## src/hw/rtl/xrg_pkg.sv

```systemverilog
package xrg_pkg;

   // Request beat: one command with its operands.
   typedef struct packed {
      logic [1:0]         mode;
      logic signed [63:0] seed_value;
      logic [63:0]        clock_seconds;
      logic signed [63:0] range_start;
      logic signed [63:0] range_end;
   } xrg_req_type;

   // Response beat: one result per command.
   typedef struct packed {
      logic signed [63:0] ranged_value;
      logic [63:0]        raw_word;
      logic [52:0]        fraction_bits;
      logic               status;
   } xrg_rsp_type;

   // Command codes.
   localparam logic [1:0] MODE_SEED     = 2'd0;
   localparam logic [1:0] MODE_RANGE    = 2'd1;
   localparam logic [1:0] MODE_FRACTION = 2'd2;
   localparam logic [1:0] MODE_UNUSED   = 2'd3;

   // Status codes.
   localparam logic STATUS_OK       = 1'b0;
   localparam logic STATUS_REVERSED = 1'b1;

   // Generator and seeding constants.
   localparam int          WORD_COUNT  = 4;
   localparam int          DIV_STEPS   = 64;
   localparam logic [63:0] GOLDEN_STEP = 64'h9e37_79b9_7f4a_7c15;
   localparam logic [63:0] MIX_MUL_A   = 64'hbf58_476d_1ce4_e5b9;
   localparam logic [63:0] MIX_MUL_B   = 64'h94d0_49bb_1331_11eb;
   localparam logic [63:0] SIGN_FLIP   = 64'h8000_0000_0000_0000;

   localparam int MIX_SHIFT_1  = 30;
   localparam int MIX_SHIFT_2  = 27;
   localparam int MIX_SHIFT_3  = 31;
   localparam int SHIFT_W1     = 17;
   localparam int ROT_W3       = 45;
   localparam int ROT_OUT      = 7;
   localparam int FRAC_SHIFT   = 11;

   // 64-bit rotate left by a constant amount.
   function automatic logic [63:0] rotl64(input logic [63:0] v, input int sh);
      rotl64 = (v << sh) | (v >> (64 - sh));
   endfunction

endpackage

```

## src/hw/rtl/xoshiro256ss_range_generator.sv

```systemverilog
// xoshiro256** generator with splitmix64 seeding and ranged integer draws.
// Request channel: a command beat (req_item) is taken at a rising edge where
// start is high and busy is low. busy stays high until the result is out.
// Result channel: rsp_item is valid for exactly one cycle, marked by
// rsp_strobe; the receiver cannot stall, so it must take the beat then.
// The next command can be taken in the same cycle the strobe is shown.
// Work from acceptance to strobe, all done by one shared 65-bit
// adder, one 32x32 multiplier and a small sequencer, one item at a time:
//   seed command      : four splitmix64 words, each two 64-bit
//                       products built from three 32x32 partial products
//   fraction draw     : state advance and raw word only
//   range draw        : adds the 64-step restoring
//                       remainder loop; reversed, equal or full-span
//                       bounds finish without entering the loop
//   unused command    : all-zero result
// Reset clears the sequencer and the strobe only; the generator state is
// undefined until the first seed command and must be seeded before a draw.
module xoshiro256ss_range_generator (
   input  logic                 clock,
   input  logic                 reset,
   input  logic                 start,
   output logic                 busy,
   input  xrg_pkg::xrg_req_type req_item,
   output logic                 rsp_strobe,
   output xrg_pkg::xrg_rsp_type rsp_item
);
   import xrg_pkg::*;

   // Sequencer state codes.
   localparam logic [4:0] ST_IDLE     = 5'd0;
   localparam logic [4:0] ST_SEED_ADD = 5'd1;
   localparam logic [4:0] ST_SEED_X1  = 5'd2;
   localparam logic [4:0] ST_MUL0     = 5'd3;
   localparam logic [4:0] ST_MUL1     = 5'd4;
   localparam logic [4:0] ST_MUL2     = 5'd5;
   localparam logic [4:0] ST_MUL3     = 5'd6;
   localparam logic [4:0] ST_SEED_X2  = 5'd7;
   localparam logic [4:0] ST_SEED_X3  = 5'd8;
   localparam logic [4:0] ST_DRAW_A   = 5'd9;
   localparam logic [4:0] ST_DRAW_B   = 5'd10;
   localparam logic [4:0] ST_RANGE    = 5'd11;
   localparam logic [4:0] ST_SPAN     = 5'd12;
   localparam logic [4:0] ST_DIV      = 5'd13;
   localparam logic [4:0] ST_FIX      = 5'd14;
   localparam logic [4:0] ST_DONE     = 5'd15;

   logic [4:0]  st_ff, st_in;
   logic        strobe_ff, strobe_in;
   xrg_req_type req_ff, req_in;
   xrg_rsp_type res_ff, res_in;
   logic [63:0] words_ff [WORD_COUNT];
   logic [63:0] words_in [WORD_COUNT];
   logic [1:0]  idx_ff, idx_in;
   logic        phase_ff, phase_in;
   logic [63:0] x_ff, x_in;
   logic [63:0] z_ff, z_in;
   logic [63:0] acc_ff, acc_in;
   logic [63:0] prod_ff, prod_in;
   logic [63:0] span_ff, span_in;
   logic [63:0] rem_ff, rem_in;
   logic [63:0] dvd_ff, dvd_in;
   logic [5:0]  count_ff, count_in;

   // Shared adder/subtractor and multiplier operands.
   logic [64:0] alu_a, alu_b;
   logic        alu_sub;
   logic [65:0] alu_sum;
   logic [31:0] mul_a, mul_b;
   logic [63:0] mul_const;
   logic [63:0] rot_out;
   logic        seed_positive;

   // Shared 65-bit adder; bit 65 is the carry, which is "no borrow" on subtract.
   assign alu_sum = {1'b0, alu_a} + {1'b0, (alu_sub ? ~alu_b : alu_b)} + 66'(alu_sub);

   // Shared 32x32 multiplier, always registered; the upper operand halves are zero.
   assign prod_in   = {32'b0, mul_a} * {32'b0, mul_b};
   assign mul_const = phase_ff ? MIX_MUL_B : MIX_MUL_A;
   assign rot_out   = rotl64(z_ff, ROT_OUT);

   assign seed_positive = !req_item.seed_value[63] && (req_item.seed_value != '0);

   // Multiplier operand selection: low*low, low*high, high*low partial products.
   always_comb begin
      mul_a = z_ff[31:0];
      mul_b = mul_const[31:0];
      case (st_ff)
         ST_MUL1: begin
            mul_b = mul_const[63:32];
         end
         ST_MUL2: begin
            mul_a = z_ff[63:32];
         end
         default: begin
            mul_a = z_ff[31:0];
         end
      endcase
   end

   // Sequencer and datapath next-state logic.
   always_comb begin
      st_in     = st_ff;
      strobe_in = 1'b0;
      req_in    = req_ff;
      res_in    = res_ff;
      words_in  = words_ff;
      idx_in    = idx_ff;
      phase_in  = phase_ff;
      x_in      = x_ff;
      z_in      = z_ff;
      acc_in    = acc_ff;
      span_in   = span_ff;
      rem_in    = rem_ff;
      dvd_in    = dvd_ff;
      count_in  = count_ff;
      alu_a     = '0;
      alu_b     = '0;
      alu_sub   = 1'b0;

      case (st_ff)
         ST_IDLE: begin
            if (start) begin
               req_in = req_item;
               res_in = '0;
               idx_in = '0;
               x_in   = seed_positive ? req_item.seed_value : req_item.clock_seconds;
               case (req_item.mode)
                  MODE_SEED:     st_in = ST_SEED_ADD;
                  MODE_RANGE:    st_in = ST_DRAW_A;
                  MODE_FRACTION: st_in = ST_DRAW_A;
                  default:       st_in = ST_DONE;
               endcase
            end
         end

         // Splitmix64: advance the counter word.
         ST_SEED_ADD: begin
            alu_a = {1'b0, x_ff};
            alu_b = {1'b0, GOLDEN_STEP};
            x_in  = alu_sum[63:0];
            z_in  = alu_sum[63:0];
            st_in = ST_SEED_X1;
         end

         ST_SEED_X1: begin
            z_in     = z_ff ^ (z_ff >> MIX_SHIFT_1);
            phase_in = 1'b0;
            st_in    = ST_MUL0;
         end

         // Low 64 bits of z times a 64-bit constant, in states MUL0 to MUL3.
         ST_MUL0: begin
            st_in = ST_MUL1;
         end

         ST_MUL1: begin
            acc_in = prod_ff;
            st_in  = ST_MUL2;
         end

         ST_MUL2: begin
            alu_a  = {1'b0, acc_ff};
            alu_b  = {1'b0, prod_ff[31:0], 32'b0};
            acc_in = alu_sum[63:0];
            st_in  = ST_MUL3;
         end

         ST_MUL3: begin
            alu_a = {1'b0, acc_ff};
            alu_b = {1'b0, prod_ff[31:0], 32'b0};
            z_in  = alu_sum[63:0];
            st_in = phase_ff ? ST_SEED_X3 : ST_SEED_X2;
         end

         ST_SEED_X2: begin
            z_in     = z_ff ^ (z_ff >> MIX_SHIFT_2);
            phase_in = 1'b1;
            st_in    = ST_MUL0;
         end

         // Final mix, store the word and move to the next one.
         ST_SEED_X3: begin
            words_in[idx_ff] = z_ff ^ (z_ff >> MIX_SHIFT_3);
            idx_in           = idx_ff + 2'd1;
            st_in            = (idx_ff == 2'(WORD_COUNT - 1)) ? ST_DONE : ST_SEED_ADD;
         end

         // Advance the state and form w1 * 5.
         ST_DRAW_A: begin
            words_in[0] = words_ff[0] ^ words_ff[3] ^ words_ff[1];
            words_in[1] = words_ff[1] ^ words_ff[2] ^ words_ff[0];
            words_in[2] = words_ff[2] ^ words_ff[0] ^ (words_ff[1] << SHIFT_W1);
            words_in[3] = rotl64(words_ff[3] ^ words_ff[1], ROT_W3);
            alu_a       = {1'b0, words_ff[1]};
            alu_b       = {1'b0, words_ff[1] << 2};
            z_in        = alu_sum[63:0];
            st_in       = ST_DRAW_B;
         end

         // Rotate and multiply by 9 to get the raw word.
         ST_DRAW_B: begin
            alu_a                = {1'b0, rot_out};
            alu_b                = {1'b0, rot_out << 3};
            res_in.raw_word      = alu_sum[63:0];
            res_in.fraction_bits = alu_sum[63:FRAC_SHIFT];
            dvd_in               = alu_sum[63:0];
            st_in                = (req_ff.mode == MODE_RANGE) ? ST_RANGE : ST_DONE;
         end

         // Order the bounds as unsigned keys: end minus start.
         ST_RANGE: begin
            alu_a   = {1'b0, req_ff.range_end ^ SIGN_FLIP};
            alu_b   = {1'b0, req_ff.range_start ^ SIGN_FLIP};
            alu_sub = 1'b1;
            if (!alu_sum[65]) begin
               res_in.status = STATUS_REVERSED;
               st_in         = ST_DONE;
            end else if (alu_sum[63:0] == '0) begin
               res_in.ranged_value = req_ff.range_start;
               st_in               = ST_DONE;
            end else begin
               span_in = alu_sum[63:0];
               st_in   = ST_SPAN;
            end
         end

         // Span is the difference plus one; a wrap to zero means full span.
         ST_SPAN: begin
            alu_a    = {1'b0, span_ff};
            alu_b    = 65'd1;
            rem_in   = '0;
            count_in = '0;
            if (alu_sum[64]) begin
               res_in.ranged_value = res_ff.raw_word;
               st_in               = ST_DONE;
            end else begin
               span_in = alu_sum[63:0];
               st_in   = ST_DIV;
            end
         end

         // Restoring remainder, one dividend bit per cycle.
         ST_DIV: begin
            alu_a    = {rem_ff, dvd_ff[63]};
            alu_b    = {1'b0, span_ff};
            alu_sub  = 1'b1;
            rem_in   = alu_sum[65] ? alu_sum[63:0] : alu_a[63:0];
            dvd_in   = {dvd_ff[62:0], 1'b0};
            count_in = count_ff + 6'd1;
            if (count_ff == 6'(DIV_STEPS - 1)) begin
               st_in = ST_FIX;
            end
         end

         ST_FIX: begin
            alu_a               = {1'b0, req_ff.range_start};
            alu_b               = {1'b0, rem_ff};
            res_in.ranged_value = alu_sum[63:0];
            st_in               = ST_DONE;
         end

         ST_DONE: begin
            strobe_in = 1'b1;
            st_in     = ST_IDLE;
         end

         default: begin
            st_in = ST_IDLE;
         end
      endcase
   end

   // Control registers.
   always_ff @(posedge clock) begin
      if (reset) begin
         st_ff     <= ST_IDLE;
         strobe_ff <= 1'b0;
      end else begin
         st_ff     <= st_in;
         strobe_ff <= strobe_in;
      end
   end

   // Datapath registers.
   always_ff @(posedge clock) begin
      req_ff   <= req_in;
      res_ff   <= res_in;
      words_ff <= words_in;
      idx_ff   <= idx_in;
      phase_ff <= phase_in;
      x_ff     <= x_in;
      z_ff     <= z_in;
      acc_ff   <= acc_in;
      prod_ff  <= prod_in;
      span_ff  <= span_in;
      rem_ff   <= rem_in;
      dvd_ff   <= dvd_in;
      count_ff <= count_in;
   end

   assign busy       = (st_ff != ST_IDLE);
   assign rsp_strobe = strobe_ff;
   assign rsp_item   = res_ff;

   // A result beat only follows a command in progress.
   assert property (@(posedge clock) disable iff (reset)
      rsp_strobe |-> $past(busy))
      else $error("result strobe without a command in progress");

   // Taking a command makes the block busy in the next cycle.
   assert property (@(posedge clock) disable iff (reset)
      (start && !busy) |=> busy)
      else $error("accepted command did not start the sequencer");

   // A reversed interval never reports a ranged value.
   assert property (@(posedge clock) disable iff (reset)
      (rsp_strobe && rsp_item.status == STATUS_REVERSED) |-> (rsp_item.ranged_value == '0))
      else $error("reversed interval with nonzero ranged value");

   // The fraction is always the top bits of the raw word.
   assert property (@(posedge clock) disable iff (reset)
      rsp_strobe |-> (rsp_item.fraction_bits == rsp_item.raw_word[63:FRAC_SHIFT]))
      else $error("fraction bits do not match raw word");

   // The remainder is below the span once the division loop has finished.
   assert property (@(posedge clock) disable iff (reset)
      (st_ff == ST_FIX) |-> (rem_ff < span_ff))
      else $error("remainder not below span");

endmodule
```

## config.mk

```make
export PLATFORM = sky130hd
export DESIGN_NAME = xoshiro256ss_range_generator
export DESIGN_NICKNAME = d
export VERILOG_FILES = /design/src/hw/rtl/xrg_pkg.sv /design/src/hw/rtl/xoshiro256ss_range_generator.sv
export SDC_FILE = /design/constraint.sdc
export NUM_CORES = 2
export LEC_CHECK = 0
export BUFFER_PORTS_ARGS = -buffer_cell sky130_fd_sc_hd__buf_2
export CELL_PAD_IN_SITES_DETAIL_PLACEMENT = 1
export CELL_PAD_IN_SITES_GLOBAL_PLACEMENT = 2
export CORE_UTILIZATION = 32
export DETAILED_ROUTE_END_ITERATION = 8
export HOLD_SLACK_MARGIN = 0.12
export PLACE_DENSITY_LB_ADDON = 0.12
export SKIP_LAST_GASP = 1
export SLEW_MARGIN = 20
export SYNTH_ARGS = -nofsm -noshare
export SYNTH_HDL_FRONTEND = slang
export SYNTH_SLANG_ARGS = --single-unit
```

## constraint.sdc

```tcl
create_clock -name clock -period 12.3 [get_ports clock]
set_clock_uncertainty 0.15 [all_clocks]
set_input_delay 1.23 -clock clock [delete_from_list [all_inputs] [get_ports clock]]
set_output_delay 1.23 -clock clock [all_outputs]
set_load 0.1 [all_outputs]
```

Yosys cells after proc, flatten, opt, wreduce, memory -nomap -nowiden
Cells that the tools add are included.

Register bits after elaboration: 1031. Latch bits: 0. Bits in writable memories: 0. ROM bits: 0. Output and inout bits: 184. Memories kept: 0.

$add $sub $neg: 4. Multiply operators: 1. Divide/modulo/power cells: 0. Magnitude comparators: 2. Equality and inequality tests: 28. Shift operators: 0. Multiplexer cells: 46. Bitwise gates (word level): 16. Reductions and logical operators: 33.

Operators with widths (count): two-way mux 64 bit (10); one-hot mux 64 bit (2 select lines) (5); one-hot mux 65 bit (8 select lines) (1); one-hot mux 256 bit (2 select lines) (1); one-hot mux 64 bit (8 select lines) (1); bitwise XOR 64 bit (7); bitwise mux 256 bit (1); one-hot mux 64 bit (4 select lines) (1); one-hot mux 117 bit (2 select lines) (1); one-hot mux 64 bit (3 select lines) (1); two-way mux 182 bit (1); demux 64 bit (select 2 bit) (1); one-hot mux 5 bit (14 select lines) (1); adder 65 x 65 -> 66 bit (1); adder 66 x 1 -> 66 bit (1); two-way mux 65 bit (1); NOT 65 bit (1); zero test 64 bit (1); multiplier 32 x 32 -> 64 bit (1); two-way mux 32 bit (2); bitwise OR 64 x 45 -> 64 bit (1); bitwise OR 64 x 7 -> 64 bit (1); nonzero test 64 bit (1); bitwise XOR 64 x 33 -> 64 bit (1); other kinds (40) (86).

Logic depth before layout (Yosys ltp)
Depth in word-level cells: 11. Mapped depth: 40. Mapped depth without buffers: 37.

Worst setup path before layout
OpenSTA, ideal clock, no wires.

Path type: reg-to-reg. Start: register st_ff[0]. End: register span_ff[0], enable pin. Library setup time: 0.581 ns. Data arrival time: 9.821 ns. Data required time: 11.569 ns. Slack: 1.748 ns. Stages on the path, launching flop included: 24. Path buffers: 5. Path through: dfxtp_1 buf_2 clkbuf_1 nand2_1 nor3_1 clkbuf_1 clkbuf_1 clkbuf_1 a22oi_1 nand3_1 ha_1 nand2_1 nor2_1 nand2_1 or3_1 or4_1 o22ai_4 o21ai_1 o41ai_2 mux2_2 nand2_1 inv_2 nor3_2 o31ai_1.

Longest elaborated chain between the ends: 10. Elaborated cells on any way between the ends: 24.

Ends and longest elaborated chain: from (decl) (RTL line xoshiro256ss_range_generator.sv:47) `logic [4:0] st_ff, st_in;`; from (signal assigned) (RTL line xoshiro256ss_range_generator.sv:279) `st_ff <= st_in;`; == test 5 x 3 -> 1 bit (RTL line xoshiro256ss_range_generator.sv:120) `case (st_ff)`; OR reduction 2 bit (no source line); one-hot mux 64 bit (8 select lines) (RTL line xoshiro256ss_range_generator.sv:120); NOT 65 bit (RTL line xoshiro256ss_range_generator.sv:74) `assign alu_sum = {1'b0, alu_a} + {1'b0, (alu_sub ? ~alu_b : alu_b)} + 66'(alu_sub);`; two-way mux 65 bit (RTL line xoshiro256ss_range_generator.sv:74); adder 65 x 65 -> 66 bit (RTL line xoshiro256ss_range_generator.sv:74); adder 66 x 1 -> 66 bit * (RTL line xoshiro256ss_range_generator.sv:74); named net alu_sum[61] (RTL line xoshiro256ss_range_generator.sv:67) `logic [65:0] alu_sum;`; zero test 64 bit * (RTL line xoshiro256ss_range_generator.sv:218) `end else if (alu_sum[63:0] == '0) begin`; != test 2 bit (no source line) *; AND reduction 4 bit (no source line) *; to (signal assigned) (RTL line xoshiro256ss_range_generator.sv:295) `span_ff <= span_in;`; to (decl) (RTL line xoshiro256ss_range_generator.sv:59) `logic [63:0] span_ff, span_in;`.

Mark *: on every way through the listed nets, which the timed path passes. The rest lies on a longest branch. A chain may end at the register's enable or synchronous reset.

Final worst setup path
Start: register st_ff[2]. End: register prod_ff[56].

Longest elaborated chain between the ends: 3. Elaborated cells on any way between the ends: 5.

Ends and longest elaborated chain: == test 5 x 3 -> 1 bit (RTL line xoshiro256ss_range_generator.sv:87) `case (st_ff)`; two-way mux 32 bit (RTL line xoshiro256ss_range_generator.sv:87); multiplier 32 x 32 -> 64 bit * (RTL line xoshiro256ss_range_generator.sv:77) `assign prod_in = {32'b0, mul_a} * {32'b0, mul_b};`; named net prod_in[56] (RTL line xoshiro256ss_range_generator.sv:58) `logic [63:0] prod_ff, prod_in;`; to (signal assigned) (RTL line xoshiro256ss_range_generator.sv:294) `prod_ff <= prod_in;`; to (decl) (RTL line xoshiro256ss_range_generator.sv:58).

Marks and branches as above.

==> results.json <==
{
  "grtUsageTotal_pct": 32.4,
  "num-nets-final": 9738,
  "cts_tree": "done",
  "layout-area-overhead-vs-synth_pct": 12.8,
  "finalSetupTns_ps": 0,
  "ys.flop_type": "sky130_fd_sc_hd__edfxtp_1",
  "slowest_cell_on_the_critical_path": "sky130_fd_sc_hd__fa_1",
  "postSynthRegisterBits": 977,
  "r2r.worst_path.cells": 34,
  "synth_seq_area_share_pct": 35.2,
  "maximum_number_of_pins_on_one_net_before_global_route_repair": 106,
  "post-route-period-util_pct": 96.4,
  "rows": 184,
  "timing.critical_path.fanout_max": 31,
  "clock.fmax_ghz": 0.0843,
  "critical_path.endpoint_type": "flop",
  "ios": 445,
  "path_class_of_the_lowest_slack_min_delay_path": "flop to flop",
  "route.detailed.vias_per_inst": 5.67,
  "cts.sinks": 977,
  "ctsHtreeMaxLevel": 3,
  "die-area_sq_um": 256000,
  "worst_margin_pin_slew_ps": 1250,
  "synthesis.area_per_instance_sq_um": 10.2,
  "largest-register": "words_ff",
  "clock_insertion_delay_worst_skew_ps": 840,
  "first_global_vias": 68400,
  "hold_path.startpoint": "prod_ff[57]",
  "post_detailed_route_drc_marker_count": 0,
  "timing.critical_path.from_type": "flop",
  "synth_enable_flop_cells": 908,
  "cp_slowest_stage_delay_ps": 590,
  "wire_length_of_the_first_global_routing_pass_um": 578000,
  "path_delay_family": "adder cells",
  "number_of_antenna_violations_at_the_first_check_in_global_routing": 44,
  "setup_viol_count_final": 0,
  "dieWidth_um": 506,
  "syn-instance-count": 7964,
  "worstReg2RegStart": "st_ff[2]",
  "layout-drive-gt1-share_pct": 12.9,
  "largest_register_ffs": 256,
  "maxSlewViolCount": 0,
  "cts-buffers-inserted": 118,
  "worstPathArrival_ps": 12360,
  "drtAntennaViolNets": 0,
  "worstHoldPathCells": 2,
  "routed_wl_um": 423000,
  "cp_num_buf_inv": 8,
  "max_cap_violations": 0,
  "floorplan.die.height_um": 506,
  "final_common_cell": "sky130_fd_sc_hd__inv_1",
  "detailedRoute.firstIterationViolations": 7500,
  "grt-ovfl-total": 0,
  "worst_hold_path.endpoint": "acc_ff[57]",
  "floorplan.initialDensity_pct": 32.3,
  "syn_area_sq_um": 81400,
  "cts.root.buffer_cell": "sky130_fd_sc_hd__clkbuf_16",
  "relative_slew_margins_pct": 16.9,
  "io_buffer_count": 444,
  "max-clock-path-buffers": 3,
  "status": "completed",
  "final_worst_path_period_need_ps": 11860,
  "post_synth_num_cell_types": 99,
  "gpl.final_weighted_congestion": 0.956,
  "clkTransAtPathRegs_ps": 70,
  "critPathMostFrequentCell": "sky130_fd_sc_hd__fa_1",
  "crit_required_ps": 12800,
  "regToRegSetupSlack_ps": 440,
  "routed_wire_length_per_instance_um": 36.1,
  "post-cts-setup-buffer-count": 0,
  "detailedRoute.firstPassIterationCount": 6,
  "most-common-layout-cells": "sky130_fd_sc_hd__inv_1, sky130_fd_sc_hd__edfxtp_1, sky130_fd_sc_hd__fa_1",
  "asyncSetResetFlopFracSynth_pct": 0,
  "vias": 66400,
  "ys.warnings.count": 0,
  "timing.setup.critical_path_class": "flop to flop",
  "hold_viol": 0,
  "floorplan.core_area_sq_um": 252000,
  "syn_nets": 9455,
  "post-dp-hpwl_um": 336000,
  "critical_path.reg2reg.endpoint": "prod_ff[56]",
  "rsz_0062_raised_after_global_routing": "no"
}
[worst max path at each step]
stage | startpoint | endpoint | slack [ps] | cells after the start
detailed placement | st_ff[2] | prod_ff[56] | 410 | 34
finish | st_ff[2] | prod_ff[56] | 440 | 34
global placement | st_ff[2] | prod_ff[62] | 730 | 34
global route | st_ff[2] | prod_ff[60] | 80 | 34
CTS | st_ff[2] | prod_ff[56] | 270 | 34
floorplan | st_ff[0] | span_ff[0] | 1750 | 23
[area by class of cell]
type | count | area [sq um]
antenna | 22 | 55.1
clock buffer | 157 | 3190
clock inverter | 61 | 638
fill | 28200 | 160000
inverter | 1106 | 4160
multi-input combinational | 5344 | 46700
sequential | 977 | 28600
tap | 3348 | 4190
timing repair buffer | 700 | 4220
[Yosys cell counts, types with 55 or more instances]
library cell,instances,area (sq um)
sky130_fd_sc_hd__inv_1,1090,4090
sky130_fd_sc_hd__edfxtp_1,908,27300
sky130_fd_sc_hd__fa_1,798,16000
sky130_fd_sc_hd__nand2_1,761,2860
sky130_fd_sc_hd__o21ai_0,546,2730
sky130_fd_sc_hd__nor2_1,454,1700
sky130_fd_sc_hd__ha_1,432,5410
sky130_fd_sc_hd__clkbuf_1,423,1590
sky130_fd_sc_hd__xnor2_1,325,2850
sky130_fd_sc_hd__a21oi_1,253,1270
sky130_fd_sc_hd__nand3_1,250,1250
sky130_fd_sc_hd__xor2_1,185,1620
sky130_fd_sc_hd__a22oi_1,161,1210
sky130_fd_sc_hd__a221oi_1,109,955
sky130_fd_sc_hd__a22o_1,93,815
sky130_fd_sc_hd__nand2b_1,83,519
sky130_fd_sc_hd__and2_1,76,475
sky130_fd_sc_hd__a21o_1,69,518
sky130_fd_sc_hd__dfxtp_1,69,1380
sky130_fd_sc_hd__a222oi_1,65,651
sky130_fd_sc_hd__nand4_1,59,369
sky130_fd_sc_hd__mux2i_1,58,581
sky130_fd_sc_hd__buf_4,55,413
[per-layer routing]
layer	vias to the layer above	track usage [%]	wire, um
met4	30	13.1	18700
met1	35500	44.5	184000
met3	516	4.28	25500
met2	2632	51.6	194000
met5	-	0	192
li1	27800	-	-
[what timing repair did]
action | CTS | global route
gates resized for setup | 0 | 1
hold buffers | 0 | 0
hold endpoints to repair | 0 | 0
setup endpoints to repair | 0 | 6
[worst min-delay path, stage by stage, from the launching register on]
cell	delay (ps)
sky130_fd_sc_hd__dfxtp_1	360
sky130_fd_sc_hd__nand2_1	60
sky130_fd_sc_hd__o21ai_0	60
[metrics by stage]
step                      setup slack, ps  hold slack [ps]  cell area [sq um]  cells  util (%)
final                                 439              333              91800  11700      36.4
after CTS                             265              340              91800  11700      36.4
after global placement                731              347              87900  11500      34.9
after floorplan                      1750              330              81400   7964         -
after detailed placement              409              348              87900  11500      34.9
after global routing                 75.3              369              91800  11700      36.4
[logic make-up after synthesis]
family	share of synthesized area (%)
AND/OR/NAND/NOR	10.4
flip-flops	35.2
XOR/XNOR	5.58
AO/OA/AOI/OAI	13.4
buffers and inverters	7.84
adder cells (fa/ha/maj)	26.3
multiplexers	1.35
Power is left out: the tool's default activity adds up to more than one toggle a clock period on the data nets, which glitch-free logic cannot reach.
